$ cat src/rtl/plm_pkg.sv
`timescale 1ns / 1ps
// plm_pkg: shared types and constants for the positional list engine.
// Used by plm_cell and positional_list_engine; depends on nothing.
package plm_pkg;

    localparam int LIST_CAP_DEF = 64;
    // Wide enough for any cell index within the supported capacity range
    localparam int TGT_W        = 10;
    localparam int MODE_W       = 3;
    localparam int POS_W        = 7;
    localparam int DATA_W       = 32;
    localparam int STATUS_W     = 2;
    localparam int LEN_W        = 7;

    typedef enum logic [MODE_W-1:0] {
        MODE_APPEND    = 3'd0,
        MODE_READ      = 3'd1,
        MODE_INSERT    = 3'd2,
        MODE_DELETE    = 3'd3,
        MODE_OVERWRITE = 3'd4
    } t_mode;

    typedef enum logic [STATUS_W-1:0] {
        ST_OK     = 2'd0,
        ST_BADPOS = 2'd1,
        ST_FULL   = 2'd2
    } t_status;

    typedef enum logic [2:0] {
        CELL_NONE,
        CELL_WRITE,
        CELL_INSERT,
        CELL_DELETE,
        CELL_CAPTURE
    } t_cell_op;

    typedef enum logic {
        S_IDLE,
        S_WALK
    } t_state;

    typedef struct packed {
        t_mode                     mode;
        logic [POS_W-1:0]          position;
        logic signed [DATA_W-1:0]  value;
    } t_req;

    typedef struct packed {
        t_status                   status;
        logic signed [DATA_W-1:0]  read_value;
        logic [LEN_W-1:0]          length;
    } t_rsp;

    // Broadcast to every cell in the row
    typedef struct packed {
        t_cell_op                  op;
        logic [TGT_W-1:0]          tgt;
        logic [DATA_W-1:0]         value;
    } t_cell_cmd;

endpackage

$ cat src/rtl/plm_cell.sv
`timescale 1ns / 1ps
// plm_cell: one list slot. Holds an entry and one stage of the read-out chain.
// Depends on plm_pkg.
module plm_cell #(
    parameter int IDX = 0
) (
    input  logic                      i_clk,
    input  plm_pkg::t_cell_cmd        i_cmd,
    input  logic [plm_pkg::DATA_W-1:0] i_left,
    input  logic [plm_pkg::DATA_W-1:0] i_right,
    input  logic [plm_pkg::DATA_W-1:0] i_carry_right,
    output logic [plm_pkg::DATA_W-1:0] o_data,
    output logic [plm_pkg::DATA_W-1:0] o_carry
);

    localparam logic [plm_pkg::TGT_W-1:0] MY_IDX = plm_pkg::TGT_W'(IDX);

    logic [plm_pkg::DATA_W-1:0] r_data;
    logic [plm_pkg::DATA_W-1:0] n_data;
    logic [plm_pkg::DATA_W-1:0] r_carry;
    logic [plm_pkg::DATA_W-1:0] n_carry;
    logic                       w_hit;
    logic                       w_above;

    assign w_hit   = (i_cmd.tgt == MY_IDX);
    assign w_above = (MY_IDX > i_cmd.tgt);

    always_comb begin
        n_data  = r_data;
        n_carry = i_carry_right;
        case (i_cmd.op)
            plm_pkg::CELL_WRITE: begin
                if (w_hit) n_data = i_cmd.value;
            end
            plm_pkg::CELL_INSERT: begin
                if (w_hit) n_data = i_cmd.value;
                else if (w_above) n_data = i_left;
            end
            plm_pkg::CELL_DELETE: begin
                if (w_hit || w_above) n_data = i_right;
                if (w_hit) n_carry = r_data;
            end
            plm_pkg::CELL_CAPTURE: begin
                if (w_hit) n_carry = r_data;
            end
            default: begin
            end
        endcase
    end

    always_ff @(posedge i_clk) begin
        r_data  <= n_data;
        r_carry <= n_carry;
    end

    assign o_data  = r_data;
    assign o_carry = r_carry;

endmodule

$ cat config.mk
export PLATFORM = sky130hd
export DESIGN_NAME = plm_cell
export DESIGN_NICKNAME = d
export VERILOG_FILES = /design/src/rtl/plm_pkg.sv /design/src/rtl/plm_cell.sv
export SDC_FILE = /design/constraint.sdc
export NUM_CORES = 1
export LEC_CHECK = 0
export CAP_MARGIN = 15
export CORE_MARGIN = 2
export CORE_UTILIZATION = 48
export CTS_BUF_LIST = sky130_fd_sc_hd__clkbuf_8
export CTS_CLUSTER_DIAMETER = 60
export DETAILED_ROUTE_END_ITERATION = 8
export DONT_BUFFER_PORTS = 1
export HOLD_SLACK_MARGIN = 0.15
export PLACE_DENSITY = 0.67
export SETUP_SLACK_MARGIN = 0.02
export SYNTH_ARGS = -nofsm -noshare
export SYNTH_HDL_FRONTEND = slang
export SYNTH_SLANG_ARGS = --single-unit
$ cat constraint.sdc
create_clock -name i_clk -period 12.5 [get_ports i_clk]
set_input_delay 1.25 -clock i_clk [delete_from_list [all_inputs] [get_ports i_clk]]
set_output_delay 1.25 -clock i_clk [all_outputs]
set_load 0.01 [all_outputs]
==> run_results.csv <==
group,metric,value,unit
synthesis,syn-cell-area,3460,µm²
clock_network,clk_pin_slew,70,ps
timing,finClkSkew,6.90,ps
flow_run,cap_violations,0,
timing,worst_pin_slew,824,ps
floorplan,dieWidth,89.0,µm
timing,setup_ws,9100,ps
critical_path,cp-end-kind,"flip-flop",
drt,drc,0,
critical_path,cp_common_cell,"buf_4",
critical_path,worstPathArrival,3390,ps
global_route,grt_max_degree,69,
power,power.density,120,nW/µm²
clock_network,root_buffer,"clkbuf_8",
global_route,grt_overflow_total,0,
timing,slew_headroom,0.448,
global_route,antenna_found_initial,1,
drt,num_vias,2695,
global_route,grtUsageTotal,0.230,
critical_path,crit_slowest_cell,"nor3b_2",
finish,area_growth,8.09,%
placed_design,dp_hpwl,6650,µm
timing,finalMaxSlewViolations,0,
drt,vias_per_cell,6.43,
clock_network,cts_sinks,64,
synthesis,synth_cell_types,20,
power,power,448,µW
clock_network,clockBufferDepth,2,
finish,fillCellCount,604,
placed_design,portBuffers,0,
clock_network,cts_tree,"yes",
drt,detail-route-antenna-nets,0,
synthesis,synth_top_cell_area_share,0.277,
synthesis,synth-seq-cells,64,
timing,fin_crit_sh,0.272,
outcome,outcome,"finished, final reports clean",
critical_path,crit_family,"buffers and inverters",
floorplan,rows,30,
timing,setup_tns,0,ps
critical_path,r2r_slack,11590,ps
critical_path,timing.rr.start,"o_data[10]",
clock_network,cts_resized,0,
critical_path,start_kind,"input port",
drt,drt_iter0_markers,178,
placed_design,post-place-ws,8780,ps
worst_hold_path,min_from,"o_data[1]",
synthesis,synth_top_area_cell,"edfxtp_1",
global_route,grt_pass1_wl,13400,µm
timing,fin_crit,3400,ps
drt,drtPass1Iterations,4,
synthesis,synthCells,336,
finish,drive_gt1_frac,0.0932,
clock_network,numCtsBuffers,9,
worst_hold_path,worstHoldEndpoint,"o_carry[1]",
floorplan,start_util,0.502,
timing,finalSetupViolCount,0,
floorplan,pin_count,206,
synthesis,syn_nets,478,
finish,nets,460,
synthesis,syn_avg_cell_area,10.3,µm²
critical_path,max_stage_delay,500,ps
timing,rsz0062_at_grt,"no",
power,max-vdd-ir-drop,36.9,µV
critical_path,crit_required,12500,ps
clock_network,htree_levels,3,
critical_path,reg2regPathDepth,1,
clock_network,post_cts_buffers,0,
floorplan,die_h,89.0,µm
timing,timing.fmax,0.294,GHz
drt,wl_per_cell,22.9,µm
power,p_leak,1.25,nW
drt,routed_wl,9590,µm
synthesis,ys_seq_area_frac,0.462,
floorplan,die_area,7910,µm²
timing,hold_viol,0,
placed_design,routabilityCongestion,0.918,
floorplan,core-area,6910,µm²
worst_hold_path,hold_path_depth,1,
clock_network,hold_buffers,0,
synthesis,ys_top_cells_by_area,"edfxtp_1, dfxtp_1, mux2_1, and4b_1, o211ai_1",
critical_path,path_cells,"nor4_4, buf_4, and3_1, buf_4, nor3b_2, buf_4",
synthesis,yosys_warnings,0,
worst_hold_path,hold_path_class,"flip-flop to flip-flop",
critical_path,crit_fanout,34,
timing,timing.hold.ws,565,ps
global_route,grt_pass1_vias,2641,
critical_path,r2r-end,"o_carry[10]",
clock_network,clkLatencyLatePin,340,ps
critical_path,critPathBufInv,3,
critical_path,critPathKind,"input port to flip-flop",
## layout make-up
class,count,area [µm²],share of cell area
Antenna cell,1,2.50,0.000668
Clock buffer,12,165,0.0441
Clock inverter,3,41.3,0.0110
Multi-Input combinational cell,235,1730,0.463
Sequential cell,64,1600,0.428
Tap cell,96,120,0.0321
Timing Repair Buffer,8,80.1,0.0214
## layout by cell type, fill, tap and decap left out, drive strengths merged
master | Yosys | layout
nand2 | 32 | 32
and4b | 32 | 32
a21oi | 32 | 32
nor2b | 32 | 32
nand4 | 32 | 32
o211ai | 32 | 32
dfxtp | 32 | 32
edfxtp | 32 | 32
mux2 | 32 | 32
clkbuf | 27 | 12
buf | 10 | 8
nor3b | 3 | 3
nor4 | 2 | 2
nor2 | 2 | 2
diode | 0 | 1
and3 | 1 | 1
nand2b | 1 | 1
and3b | 1 | 1
o2111ai | 1 | 1
clkinvlp | 0 | 1
inv | 0 | 1
bufinv | 0 | 1
## per-stage QoR
stage               cells  utilization  area, µm²
floorplan             336            -       3460
global placement      402        0.508       3510
detailed placement    402        0.508       3510
CTS                   417        0.538       3710
global route          419        0.542       3740
finish                419        0.542       3740
## kinds of logic after synthesis
group / count (synthesis) / synth area share
mux: 32 / 0.104
compound gates: 65 / 0.118
simple gates: 138 / 0.270
buf+inv: 37 / 0.0459
flops: 64 / 0.462
## layer usage
metal,share of wire,GRT usage,up-vias,wire length [µm]
met3,0.094,0.0628,8,898
li1,-,-,1248,-
met2,0.49,0.386,166,4740
met5,0,0,-,0
met1,0.40,0.275,1273,3820
met4,0.013,0.104,0,124
## how the worst max path moves through the flow
stage,from,end,slack (ps),cells after the start
detailed placement,i_cmd[38],o_data[16],8780,6
global placement,i_cmd[38],o_data[7],8840,6
global route,i_cmd[38],o_data[21],8920,6
finish,i_cmd[38],o_data[1],9100,6
floorplan,i_cmd[38],o_data[0],7640,4
CTS,i_cmd[38],o_data[21],9130,6
## state kept, by name, summed over array words and instances (netlist names)
name / count
o_data: 32
o_carry: 32
## Yosys cell counts
cell type  number
a21oi_1        32
and4b_1        32
dfxtp_1        32
edfxtp_1       32
nand2_1        32
nand4_1        32
nor2b_1        32
o211ai_1       32
mux2_1         30
clkbuf_1       27
buf_2           7
buf_4           3
nor3b_1         3
mux2_2          2
nor2_1          2
nor4_4          2
and3_1          1
and3b_1         1
nand2b_1        1
o2111ai_1       1
## power breakdown
part / internal (mW) / total (mW) / leakage, nW / switching, mW
clock network: 0.107 / 0.184 / 0.106 / 0.0772
logic: 0.0168 / 0.0327 / 0.597 / 0.0159
registers: 0.227 / 0.232 / 0.550 / 0.00477
(Power assumes the default switching activity.)
